<file path="src/rtl/itoa_pkg.sv">
// shared types, constants and helpers for the integer to ascii radix unit
package itoa_pkg;

    localparam int DEFAULT_WORD_WIDTH = 32;
    localparam int TYPE_W             = 3;
    localparam int VALUE_W            = 32;
    localparam int CHAR_W             = 7;

    // decimal path: binary to bcd over a fixed 32-bit input
    localparam int DEC_IN_W   = 32;
    localparam int DEC_DIGITS = 10;
    localparam int DEC_BITS   = DEC_DIGITS * 4;

    // format selector codes
    localparam logic [TYPE_W-1:0] FMT_OCT  = 3'd0;
    localparam logic [TYPE_W-1:0] FMT_HEXL = 3'd1;
    localparam logic [TYPE_W-1:0] FMT_HEXU = 3'd2;
    localparam logic [TYPE_W-1:0] FMT_UDEC = 3'd3;
    localparam logic [TYPE_W-1:0] FMT_SDEC = 3'd4;
    localparam logic [TYPE_W-1:0] FMT_BIN  = 3'd5;

    localparam logic [CHAR_W-1:0] CH_MINUS   = 7'd45;
    localparam logic [CHAR_W-1:0] CH_ZERO    = 7'd48;
    localparam logic [CHAR_W-1:0] CH_UPPER_A = 7'd65;
    localparam logic [CHAR_W-1:0] CH_LOWER_A = 7'd97;

    typedef enum logic [1:0] {
        RADIX_BIN,
        RADIX_OCT,
        RADIX_HEX,
        RADIX_DEC
    } radix_t;

    typedef struct packed {
        radix_t radix;
        logic   upper;
        logic   neg;
    } emit_ctrl_t;

    function automatic logic [CHAR_W-1:0] digit_char(input logic [3:0] d, input logic upper);
        logic [CHAR_W-1:0] base;
        base = upper ? CH_UPPER_A : CH_LOWER_A;
        if (d < 4'd10)
        begin
            return CH_ZERO + {3'b000, d};
        end
        return base + {3'b000, d} - 7'd10;
    endfunction

endpackage

</file>
<file path="src/rtl/integer_to_ascii_radix_unit.sv">
// integer to ascii radix unit: one item in, its characters out one per cycle while char_ready is high
// one item at a time; the next item is taken once the last digit has left the shifter
// hex, octal, binary: leading zero digits are skipped first, then the digits are sent
// decimal: the serial bcd converter runs first, then its result is skipped and sent the same way
// reset clears all control state; a pending output character is dropped
module integer_to_ascii_radix_unit #(
    parameter int WORD_WIDTH = itoa_pkg::DEFAULT_WORD_WIDTH
) (
    input  logic                              clk,
    input  logic                              rst_n,
    input  logic                              req_valid,
    output logic                              req_ready,
    input  logic [itoa_pkg::TYPE_W-1:0]       req_type,
    input  logic [itoa_pkg::VALUE_W-1:0]      value,
    output logic                              char_valid,
    input  logic                              char_ready,
    output logic [itoa_pkg::CHAR_W-1:0]       char_out,
    output logic                              last
);

    localparam int OCT_DIGITS = (WORD_WIDTH + 2) / 3;
    localparam int OCT_BITS   = OCT_DIGITS * 3;
    localparam int HEX_DIGITS = (WORD_WIDTH + 3) / 4;
    localparam int HEX_BITS   = HEX_DIGITS * 4;
    localparam int DEC_W      = itoa_pkg::DEC_IN_W;
    localparam int DEC_BITS   = itoa_pkg::DEC_BITS;
    localparam int MAX_A      = (OCT_BITS > HEX_BITS) ? OCT_BITS : HEX_BITS;
    localparam int BUF_W      = (MAX_A > DEC_BITS) ? MAX_A : DEC_BITS;
    localparam int CNT_W      = $clog2(WORD_WIDTH + 1);

    typedef enum logic [1:0] {
        S_IDLE,
        S_CONV,
        S_EMIT
    } state_t;

    state_t                       state_reg, state_next;
    itoa_pkg::emit_ctrl_t         pend_reg, pend_next;

    logic [WORD_WIDTH-1:0]        word;
    logic [WORD_WIDTH-1:0]        mag;
    logic [15:0]                  m16;
    logic                         accept;
    logic                         fmt_ok;
    logic                         is_dec;
    itoa_pkg::emit_ctrl_t         in_ctrl;
    logic [BUF_W-1:0]             in_digits;
    logic [CNT_W-1:0]             in_count;
    logic [DEC_W-1:0]             dec_in;

    logic                         bcd_busy;
    logic [DEC_BITS-1:0]          bcd;

    logic                         emit_load;
    logic                         emit_busy;
    itoa_pkg::emit_ctrl_t         emit_ctrl;
    logic [BUF_W-1:0]             emit_digits;
    logic [CNT_W-1:0]             emit_count;

    assign word   = WORD_WIDTH'(value);
    assign mag    = word[WORD_WIDTH-1] ? (~word + WORD_WIDTH'(1)) : word;
    assign m16    = word[15] ? (~word[15:0] + 16'd1) : word[15:0];
    assign accept = req_valid && req_ready;
    assign fmt_ok = req_type inside {[itoa_pkg::FMT_OCT:itoa_pkg::FMT_BIN]};

    // digits are placed at the top of the buffer, field padded to whole digits
    always_comb
    begin
        in_ctrl.radix = itoa_pkg::RADIX_HEX;
        in_ctrl.upper = 1'b0;
        in_ctrl.neg   = 1'b0;
        in_digits     = BUF_W'(word) << (BUF_W - HEX_BITS);
        in_count      = CNT_W'(HEX_DIGITS);
        dec_in        = DEC_W'(word);
        is_dec        = 1'b0;
        case (req_type)
            itoa_pkg::FMT_OCT:
            begin
                in_ctrl.radix = itoa_pkg::RADIX_OCT;
                in_ctrl.neg   = word[WORD_WIDTH-1];
                in_digits     = BUF_W'(mag) << (BUF_W - OCT_BITS);
                in_count      = CNT_W'(OCT_DIGITS);
            end
            itoa_pkg::FMT_HEXL:
            begin
                in_ctrl.radix = itoa_pkg::RADIX_HEX;
            end
            itoa_pkg::FMT_HEXU:
            begin
                in_ctrl.radix = itoa_pkg::RADIX_HEX;
                in_ctrl.upper = 1'b1;
            end
            itoa_pkg::FMT_UDEC:
            begin
                in_ctrl.radix = itoa_pkg::RADIX_DEC;
                is_dec        = 1'b1;
            end
            itoa_pkg::FMT_SDEC:
            begin
                in_ctrl.radix = itoa_pkg::RADIX_DEC;
                in_ctrl.neg   = word[15];
                dec_in        = DEC_W'(m16);
                is_dec        = 1'b1;
            end
            itoa_pkg::FMT_BIN:
            begin
                in_ctrl.radix = itoa_pkg::RADIX_BIN;
                in_digits     = BUF_W'(word) << (BUF_W - WORD_WIDTH);
                in_count      = CNT_W'(WORD_WIDTH);
            end
            default:
            begin
                in_ctrl.radix = itoa_pkg::RADIX_HEX;
            end
        endcase
    end

    itoa_bcd u_bcd (
        .clk   (clk),
        .rst_n (rst_n),
        .start (accept && fmt_ok && is_dec),
        .bin   (dec_in),
        .busy  (bcd_busy),
        .bcd   (bcd)
    );

    // decimal items load the shifter from the bcd result, others straight from the input
    always_comb
    begin
        if (state_reg == S_CONV)
        begin
            emit_load   = !bcd_busy;
            emit_ctrl   = pend_reg;
            emit_digits = BUF_W'(bcd) << (BUF_W - DEC_BITS);
            emit_count  = CNT_W'(itoa_pkg::DEC_DIGITS);
        end
        else
        begin
            emit_load   = accept && fmt_ok && !is_dec;
            emit_ctrl   = in_ctrl;
            emit_digits = in_digits;
            emit_count  = in_count;
        end
    end

    itoa_emit #(
        .BUF_W (BUF_W),
        .CNT_W (CNT_W)
    ) u_emit (
        .clk        (clk),
        .rst_n      (rst_n),
        .load       (emit_load),
        .ctrl       (emit_ctrl),
        .digits     (emit_digits),
        .count      (emit_count),
        .busy       (emit_busy),
        .char_valid (char_valid),
        .char_ready (char_ready),
        .char_out   (char_out),
        .last       (last)
    );

    always_comb
    begin
        state_next = state_reg;
        pend_next  = pend_reg;
        case (state_reg)
            S_IDLE:
            begin
                // an unused selector is taken and produces nothing
                if (accept && fmt_ok)
                begin
                    pend_next  = in_ctrl;
                    state_next = is_dec ? S_CONV : S_EMIT;
                end
            end
            S_CONV:
            begin
                if (!bcd_busy)
                begin
                    state_next = S_EMIT;
                end
            end
            S_EMIT:
            begin
                if (!emit_busy)
                begin
                    state_next = S_IDLE;
                end
            end
            default:
            begin
                state_next = S_IDLE;
            end
        endcase
    end

    always_ff @(posedge clk or negedge rst_n)
    begin
        if (!rst_n)
        begin
            state_reg <= S_IDLE;
            pend_reg  <= '0;
        end
        else
        begin
            state_reg <= state_next;
            pend_reg  <= pend_next;
        end
    end

    assign req_ready = (state_reg == S_IDLE);

endmodule

</file>
<file path="src/rtl/itoa_bcd.sv">
// serial binary to bcd converter, one input bit per cycle (shift and add three)
module itoa_bcd (
    input  logic                              clk,
    input  logic                              rst_n,
    input  logic                              start,
    input  logic [itoa_pkg::DEC_IN_W-1:0]     bin,
    output logic                              busy,
    output logic [itoa_pkg::DEC_BITS-1:0]     bcd
);

    localparam int IN_W   = itoa_pkg::DEC_IN_W;
    localparam int DIGITS = itoa_pkg::DEC_DIGITS;
    localparam int BITS   = itoa_pkg::DEC_BITS;
    localparam int CNT_W  = $clog2(IN_W + 1);

    logic [IN_W-1:0]  bin_reg, bin_next;
    logic [BITS-1:0]  bcd_reg, bcd_next;
    logic [CNT_W-1:0] cnt_reg, cnt_next;
    logic             busy_reg, busy_next;
    logic [BITS-1:0]  adj;

    // each bcd digit of five or more gets three added before the shift
    always_comb
    begin
        for (int i = 0; i < DIGITS; i++)
        begin
            if (bcd_reg[i*4 +: 4] >= 4'd5)
            begin
                adj[i*4 +: 4] = bcd_reg[i*4 +: 4] + 4'd3;
            end
            else
            begin
                adj[i*4 +: 4] = bcd_reg[i*4 +: 4];
            end
        end
    end

    always_comb
    begin
        bin_next  = bin_reg;
        bcd_next  = bcd_reg;
        cnt_next  = cnt_reg;
        busy_next = busy_reg;
        if (start)
        begin
            bin_next  = bin;
            bcd_next  = '0;
            cnt_next  = CNT_W'(IN_W);
            busy_next = 1'b1;
        end
        else if (busy_reg)
        begin
            bcd_next = {adj[BITS-2:0], bin_reg[IN_W-1]};
            bin_next = {bin_reg[IN_W-2:0], 1'b0};
            cnt_next = cnt_reg - CNT_W'(1);
            if (cnt_reg == CNT_W'(1))
            begin
                busy_next = 1'b0;
            end
        end
    end

    always_ff @(posedge clk or negedge rst_n)
    begin
        if (!rst_n)
        begin
            busy_reg <= 1'b0;
            cnt_reg  <= '0;
        end
        else
        begin
            busy_reg <= busy_next;
            cnt_reg  <= cnt_next;
        end
    end

    always_ff @(posedge clk)
    begin
        bin_reg <= bin_next;
        bcd_reg <= bcd_next;
    end

    assign busy = busy_reg;
    assign bcd  = bcd_reg;

endmodule

</file>
<file path="src/rtl/itoa_emit.sv">
// digit shifter: drops leading zero digits, then sends one character per cycle while char_ready is high
module itoa_emit #(
    parameter int BUF_W = 66,
    parameter int CNT_W = 7
) (
    input  logic                           clk,
    input  logic                           rst_n,
    input  logic                           load,
    input  itoa_pkg::emit_ctrl_t           ctrl,
    input  logic [BUF_W-1:0]               digits,
    input  logic [CNT_W-1:0]               count,
    output logic                           busy,
    output logic                           char_valid,
    input  logic                           char_ready,
    output logic [itoa_pkg::CHAR_W-1:0]    char_out,
    output logic                           last
);

    typedef enum logic [1:0] {
        E_IDLE,
        E_SKIP,
        E_SEND
    } phase_t;

    phase_t                         phase_reg, phase_next;
    itoa_pkg::emit_ctrl_t           ctrl_reg, ctrl_next;
    logic [BUF_W-1:0]               buf_reg, buf_next;
    logic [CNT_W-1:0]               cnt_reg, cnt_next;
    logic                           valid_reg, valid_next;
    logic [itoa_pkg::CHAR_W-1:0]    char_reg, char_next;
    logic                           last_reg, last_next;
    logic [3:0]                     dig;
    logic [BUF_W-1:0]               buf_shift;
    logic                           out_free;

    // top digit of the buffer and the buffer moved on by one digit
    always_comb
    begin
        case (ctrl_reg.radix)
            itoa_pkg::RADIX_BIN:
            begin
                dig       = {3'b000, buf_reg[BUF_W-1]};
                buf_shift = {buf_reg[BUF_W-2:0], 1'b0};
            end
            itoa_pkg::RADIX_OCT:
            begin
                dig       = {1'b0, buf_reg[BUF_W-1 -: 3]};
                buf_shift = {buf_reg[BUF_W-4:0], 3'b000};
            end
            default:
            begin
                dig       = buf_reg[BUF_W-1 -: 4];
                buf_shift = {buf_reg[BUF_W-5:0], 4'b0000};
            end
        endcase
    end

    assign out_free = !valid_reg || char_ready;

    always_comb
    begin
        phase_next = phase_reg;
        ctrl_next  = ctrl_reg;
        buf_next   = buf_reg;
        cnt_next   = cnt_reg;
        valid_next = valid_reg;
        char_next  = char_reg;
        last_next  = last_reg;
        if (char_ready)
        begin
            valid_next = 1'b0;
        end
        case (phase_reg)
            E_IDLE:
            begin
                if (load)
                begin
                    ctrl_next  = ctrl;
                    buf_next   = digits;
                    cnt_next   = count;
                    phase_next = E_SKIP;
                end
            end
            E_SKIP:
            begin
                // keep at least one digit so zero still prints
                if (dig == 4'd0 && cnt_reg > CNT_W'(1))
                begin
                    buf_next = buf_shift;
                    cnt_next = cnt_reg - CNT_W'(1);
                end
                else
                begin
                    phase_next = E_SEND;
                end
            end
            E_SEND:
            begin
                if (out_free)
                begin
                    valid_next = 1'b1;
                    if (ctrl_reg.neg)
                    begin
                        char_next     = itoa_pkg::CH_MINUS;
                        last_next     = 1'b0;
                        ctrl_next.neg = 1'b0;
                    end
                    else
                    begin
                        char_next = itoa_pkg::digit_char(dig, ctrl_reg.upper);
                        last_next = (cnt_reg == CNT_W'(1));
                        buf_next  = buf_shift;
                        cnt_next  = cnt_reg - CNT_W'(1);
                        if (cnt_reg == CNT_W'(1))
                        begin
                            phase_next = E_IDLE;
                        end
                    end
                end
            end
            default:
            begin
                phase_next = E_IDLE;
            end
        endcase
    end

    always_ff @(posedge clk or negedge rst_n)
    begin
        if (!rst_n)
        begin
            phase_reg <= E_IDLE;
            ctrl_reg  <= '0;
            buf_reg   <= '0;
            cnt_reg   <= '0;
            valid_reg <= 1'b0;
            char_reg  <= '0;
            last_reg  <= 1'b0;
        end
        else
        begin
            phase_reg <= phase_next;
            ctrl_reg  <= ctrl_next;
            buf_reg   <= buf_next;
            cnt_reg   <= cnt_next;
            valid_reg <= valid_next;
            char_reg  <= char_next;
            last_reg  <= last_next;
        end
    end

    assign busy       = (phase_reg != E_IDLE);
    assign char_valid = valid_reg;
    assign char_out   = char_reg;
    assign last       = last_reg;

endmodule

</file>
<file path="config.mk">
export PLATFORM = sky130hd
export DESIGN_NAME = integer_to_ascii_radix_unit
export DESIGN_NICKNAME = d
export VERILOG_FILES = /design/src/rtl/itoa_pkg.sv /design/src/rtl/integer_to_ascii_radix_unit.sv /design/src/rtl/itoa_bcd.sv /design/src/rtl/itoa_emit.sv
export SDC_FILE = /design/constraint.sdc
export NUM_CORES = 1
export LEC_CHECK = 0
export ABC_AREA = 1
export ABC_CLOCK_PERIOD_IN_PS = 2000
export BUFFER_PORTS_ARGS = -buffer_cell sky130_fd_sc_hd__clkbuf_2
export CORE_AREA = 2 2 120 151
export DETAILED_ROUTE_END_ITERATION = 6
export DIE_AREA = 0 0 122 153
export GPL_TIMING_DRIVEN = 0
export PLACE_DENSITY = 0.76
export REMOVE_ABC_BUFFERS = 1
export SLEW_MARGIN = 15
export SYNTH_ARGS = -nofsm -noshare
export SYNTH_HDL_FRONTEND = slang
export SYNTH_SLANG_ARGS = --single-unit
</file>
<file path="constraint.sdc">
create_clock -name clk -period 2 [get_ports clk]
set_input_delay 0.4 -clock clk [delete_from_list [all_inputs] [get_ports clk]]
set_output_delay 0.4 -clock clk [all_outputs]
set_load 0.01 [all_outputs]
</file>
# Word level (Yosys, flattened, before mapping)
# Cells that the tools add are included.
[totals]
ff_bits = 146
output_inout_bits = 10
[classes]
add_sub_neg = 17
order_cmp = 14
eq_ne = 20
mux = 68
n_bitwise = 2
reduce_logical = 27
[ops]
columns = ["op", "n"]
rows = [
  ["40-bit 2-to-1 mux", 6],
  ["32-bit 2-to-1 mux", 4],
  ["40-bit case mux with 3 select lines", 1],
  ["40-bit case mux with 2 select lines", 1],
  ["6-bit 2-to-1 mux", 8],
  ["4-bit by 3-bit greater-or-equal comparator with 1-bit output (second input constant)", 10],
  ["4-bit 2-to-1 mux", 10],
  ["4-bit by 2-bit adder with 4-bit output (second input constant)", 9],
  ["32-bit by 1-bit adder with 32-bit output (second input constant)", 1],
  ["32-bit NOT", 1],
  ["7-bit 2-to-1 mux", 3],
  ["2-bit 2-to-1 mux", 9],
  ["2-bit case mux with 3 select lines", 3],
  ["6-bit case mux with 3 select lines", 1],
  ["16-bit by 1-bit adder with 16-bit output (second input constant)", 1],
  ["1-bit 2-to-1 mux", 16],
  ["16-bit 2-to-1 mux", 1],
  ["16-bit NOT", 1],
  ["6-bit by 1-bit == test with 1-bit output (second input constant)", 2],
  ["6-bit case mux with 2 select lines", 1],
  ["6-bit by 1-bit subtractor with 6-bit output (second input constant)", 2],
  ["2-bit != test (second input constant)", 5],
  ["5-bit AND reduction", 2],
  ["2-bit by 1-bit != test with 1-bit output (second input constant)", 4],
  ["26 further kinds", 46],
]

# Depth between registers and ports, before layout
[depth]
ltp_word = 9
depth_mapped = 15
ltp_nobuf = 14

# Modules after synthesis
# From an unflattened synthesis, not the netlist that was laid out.
[hier_totals]
hier_cells = 1645
area_unflattened_um2 = 10631.4
[by_module_without_submodules]
columns = ["mod", "instances", "cells_each", "area_each_um2", "seq_area_each_um2"]
rows = [
  ["itoa_emit", 1, 602, 4111.4, 1526.5],
  ["itoa_bcd", 1, 537, 4001.3, 1936.9],
  ["integer_to_ascii_radix_unit", 1, 506, 2518.7, 150.1],
]

# Least setup slack after synthesis
# OpenSTA, ideal clock, no wires.
[synth_timing]
path_kind = "input port to flip-flop"
start = "input port req_type[1] (netlist bit)"
end = "register u_bcd.bin_reg[0] (enable)"
arrival_time_ns = 1.602
slack_ns = 0.021
stages = 8
n_path_buf = 1
cell_sequence = "nor2_1 > nand2_1 > o21ai_2 > nand2_2 > inv_2 > nor2_1 > inv_1 > buf_2"
[synth_via]
elab_chain_len = 5
word_cells_on_any_way = 10
cone_classes = "order compare (2); eq/ne (2); mux (1); reduce/logical (5)"
[synth_lines]
columns = ["item", "line_no", "text"]
rows = [
  ["start, declared", "integer_to_ascii_radix_unit.sv:13", "input logic [itoa_pkg::TYPE_W-1:0] req_type,"],
  ["3-bit by 1-bit greater-or-equal comparator with 1-bit output (tied with other cells)", "integer_to_ascii_radix_unit.sv:64", "assign fmt_ok = req_type inside {[itoa_pkg::FMT_OCT:itoa_pkg::FMT_BIN]};"],
  ["1-bit logical AND or 2-bit OR reduction (tied branches)", "-", ""],
  ["1-bit logical AND or 1-bit 2-to-1 mux (tied branches)", "integer_to_ascii_radix_unit.sv:121, integer_to_ascii_radix_unit.sv:76", ""],
  ["1-bit logical AND (*)", "integer_to_ascii_radix_unit.sv:121", ".start (accept && fmt_ok && is_dec),"],
  ["2-bit nonzero test (no source line) (*)", "-", ""],
  ["end signal, assigned", "itoa_bcd.sv:79", "bin_reg <= bin_next;"],
  ["end, declared", "itoa_bcd.sv:16", "logic [IN_W-1:0] bin_reg, bin_next;"],
]
# Every way passes the cells marked *; elsewhere a longest branch is shown, timed or not.
# A chain may end at the register's enable or synchronous reset.

# Worst setup path after layout
[layout_timing]
start = "register u_emit.ctrl_reg[3] (netlist bit)"
end = "register u_emit.cnt_reg[5]"
[layout_via]
elab_chain_len = 6
word_cells_on_any_way = 7
cone_classes = "eq/ne (2); mux (1); reduce/logical (4)"
[layout_lines]
columns = ["item", "line_no", "text"]
rows = [
  ["start, declared", "itoa_emit.sv:26", "itoa_pkg::emit_ctrl_t ctrl_reg, ctrl_next;"],
  ["start signal, assigned", "itoa_emit.sv:143", "ctrl_reg <= ctrl_next;"],
  ["2-bit by 1-bit == test with 1-bit output or 2-bit zero test (tied branches)", "itoa_emit.sv:39", "case (ctrl_reg.radix)"],
  ["4-bit case mux with 2 select lines (*)", "itoa_emit.sv:39", ""],
  ["4-bit zero test (*)", "itoa_emit.sv:87", "if (dig == 4'd0 && cnt_reg > CNT_W'(1))"],
  ["1-bit logical AND (*)", "itoa_emit.sv:87", ""],
  ["2-bit by 1-bit != test with 1-bit output (no source line) (*)", "-", ""],
  ["5-bit AND reduction (no source line) (*)", "-", ""],
  ["end signal, assigned", "itoa_emit.sv:145", "cnt_reg <= cnt_next;"],
  ["end, declared", "itoa_emit.sv:28", "logic [CNT_W-1:0] cnt_reg, cnt_next;"],
]
# Marked as above.

==> metrics.txt <==
cts-stage hold buffer count=0; Die Height=153 um; crit-path max FO=17; synthesized area=9540 um^2; synthesized-area fraction occupied by adder cells=between 4 and 5%; vias in the first global route=9,559; Max Cap Viol=0; Synth Warn #=0; DRT Pass-1 Iters=7; Gate Count Post-Synth=1,303; total CTS buffers=17; Worst Setup Start Kind=flop; hold_ws=-0.00291 ns; Post-Layout Inst Area=roughly 12,000 um^2; global-route wire length before repair=49,300 um; GR Overflow Total=0; clk sinks=between 100 and 150; register area share after synthesis=between 30% and 40%; Post-layout nets=1,451; initial antenna violation count=0; Routed Antenna Nets=0; Max clock buf depth=2; Crit Path Class=flop to flop; #FFs+latches synth=approximately 150; I/O Buffers=48; final number of hold-violating endpoints=3; Power Dens Cells=1940 nW/um^2; Peak VDD IR=between 0.0009 and 0.001 V; Final Wtd Congestion=0.960; clk root buf=clkbuf_16; failing checks=design-rule violations, negative hold slack, negative setup slack; number of antenna diodes=0; final std cells w/o fill=~1.6k; post-layout min period=about 2 ns; die footprint=roughly 19,000 um^2; Worst Tran Pin Value=0.692 ns; unrepaired setup endpoints after global routing=true; Post-synth EDFFs=32; WP data arrival=around 2.4 ns; # DRC=11; top_reg_cell synth=dfrtp_1; FP Rows=between 50 and 60; WL per Instance=between 20 and 25 um; fillers=~1.4k; drt total wl=32,800 um; FF-to-FF Start=u_emit.ctrl_reg[3]; Crit. End Element=flop; DRT iter0 DRCs=1,290; Slew Limit Fails=0; Worst Skew=between 0.007 and 0.008 ns; Area growth, synth to finish=22.7%; io pins=between 40 and 50; status=finished with violations; post-route setup slack=-0.0266 ns; CTS tree=yes; Reg2Reg Setup Slack=-0.03 ns; vias per cell=~6.3; post-placement cell count=1,515; CTS H-tree lvls=4; Initial Utilization=~55%; DP HPWL=17,800 um; Slew headroom=between 50% and 60%; # setup viols final=3; Pleak=about 5.4 nW; post-synthesis mux area share=less than 1%; largest net degree at the start of global routing=64; Async S/R FF share, synth=50.7%; core region area=approximately 17,000 um^2; Worst-path clk slew=0.06 ns; Hold/Removal Path Class=input port to asynchronous set/reset pin; placed instance area=9860 um^2; post-synthesis simple-gate area fraction=roughly a fifth; Vias=just over 10k; GRT Total Usage=33.7%; combinational family with the most area after synthesis=compound AO/OA/AOI/OAI gates; post-synthesis compound-gate area fraction=about a quarter; Power Total=around 23 mW; fin crit share=101%; Die X=roughly 120 um; Clock Latency Late Sink=around 0.44 ns; Reg-to-Reg End=u_emit.cnt_reg[5]; R2R cell count=11; Crit path required time=2.33 ns; f_max=between 400 and 500 MHz; share of layout cells above drive strength 1=approximately 17%; synthesized area per cell=~7.3 um^2; Synth Area in XOR/XNOR=2.85%; pre-CTS setup slack=-2.38 ns; Synth cell types=45
[metrics by stage]
stage | hold slack, ns | setup TNS (ns) | utilization, %
after floorplan | 0.104 | -125.74 | -
after global placement | 0.437 | -428.33 | 56.6
after detailed placement | 0.446 | -238.80 | 57.2
after CTS | 0.0209 | -0.00364 | 64.5
after global routing | 0.0372 | -1.06 | 67.9
final | -0.00291 | -0.0619 | 67.9
[layer usage]
layer / vias up / wire [um] / track usage (%)
met5: - / 0 / 0
met4: 0 / 2380 / 21.1
met2: 695 / 15200 / 55.1
met1: 4701 / 11800 / 40.7
met3: 202 / 3420 / 6.12
li1: 4596 / - / -
[timing repair]
| item | 4_1_cts | 5_1_grt |
|---|---|---|
| pin swaps | 12 | 19 |
| gates cloned | 9 | 4 |
| gates resized for setup | 59 | 68 |
| endpoints found under the setup margin | 154 | 88 |
| buffers inserted | 25 | 32 |
[synth_stat cells, types with 21 or more instances]
cell type / number / share of area (%)
nand2_1: 267 / 11
inv_1: 190 / 7.5
a21oi_1: 104 / 5.5
o21ai_0: 101 / 5.3
nor2_1: 84 / 3.3
nand3_1: 75 / 3.9
dfrtp_1: 74 / 19
dfxtp_1: 40 / 8.4
clkbuf_1: 38 / 1.5
o221ai_1: 34 / 3.1
edfxtp_1: 32 / 10
ha_1: 32 / 4.2
o211ai_1: 28 / 2.2
xor2_1: 28 / 2.6
o31ai_1: 23 / 1.8
o21ai_1: 21 / 1.1
[placed cells by master (no fill, tap or decap), drive strengths merged, types with 28 or more instances in the layout]
cell	Yosys	routed
nand2	269	272
inv	197	193
o21ai	125	125
a21oi	104	104
nor2	90	91
nand3	76	81
dfrtp	74	74
clkbuf	38	69
buf	26	61
dfxtp	40	40
o221ai	34	34
edfxtp	32	32
ha	32	32
o211ai	28	28
xor2	28	28
[worst max-delay path: stages (launching register included)]
cell,delay [ns]
dfrtp_4,0.56
buf_12,0.16
nand2_2,0.08
o21ai_4,0.07
nor2_4,0.16
nand2_4,0.10
nand2_8,0.10
nand3_4,0.18
buf_12,0.21
inv_16,0.09
nand3_1,0.08
o21a_1,0.11
[where the power goes]
part	total, mW	leakage, nW	internal [mW]	switching (mW)
registers	5.84	1.56	4.71	1.13
logic	13.2	3.49	4.99	8.24
clock network	3.66	0.326	2.32	1.34
[layout make-up]
class	instances	area [um^2]	share of cell area [%]
clock buffer	20	468	4.00
clock inverter	12	200	1.71
inverter	198	832	7.11
multi-input combinational	904	5340	45.7
sequential	146	3620	31.0
tap	224	280	2.40
timing repair buffer	110	932	7.97
timing repair inverter	3	23.8	0.203
[logic make-up after synthesis]
| kind of cell | count (synthesis) |
|---|---|
| multiplexers | 1 |
| XOR/XNOR | 31 |
| flip-flops | 146 |
| adder cells (fa/ha/maj) | 32 |
| buffers and inverters | 262 |
| AO/OA/AOI/OAI | 380 |
| AND/OR/NAND/NOR | 451 |
[worst max-delay path by stage]
stage | depth (start not counted) | endpoint | slack (ns) | from
CTS | 11 | u_emit.cnt_reg[5] | -0.002 | u_emit.ctrl_reg[3]
detailed placement | 10 | u_emit.cnt_reg[5] | -2.38 | u_emit.ctrl_reg[3]
global placement | 8 | u_bcd.bin_reg[17] | -3.84 | req_type[1]
finish | 11 | u_emit.cnt_reg[5] | -0.03 | u_emit.ctrl_reg[3]
floorplan | 7 | u_bcd.bin_reg[0] | -1.25 | req_type[1]
global route | 10 | u_bcd.bcd[37] | -0.11 | state_reg[0]
Power figures use the tool's default switching activity.
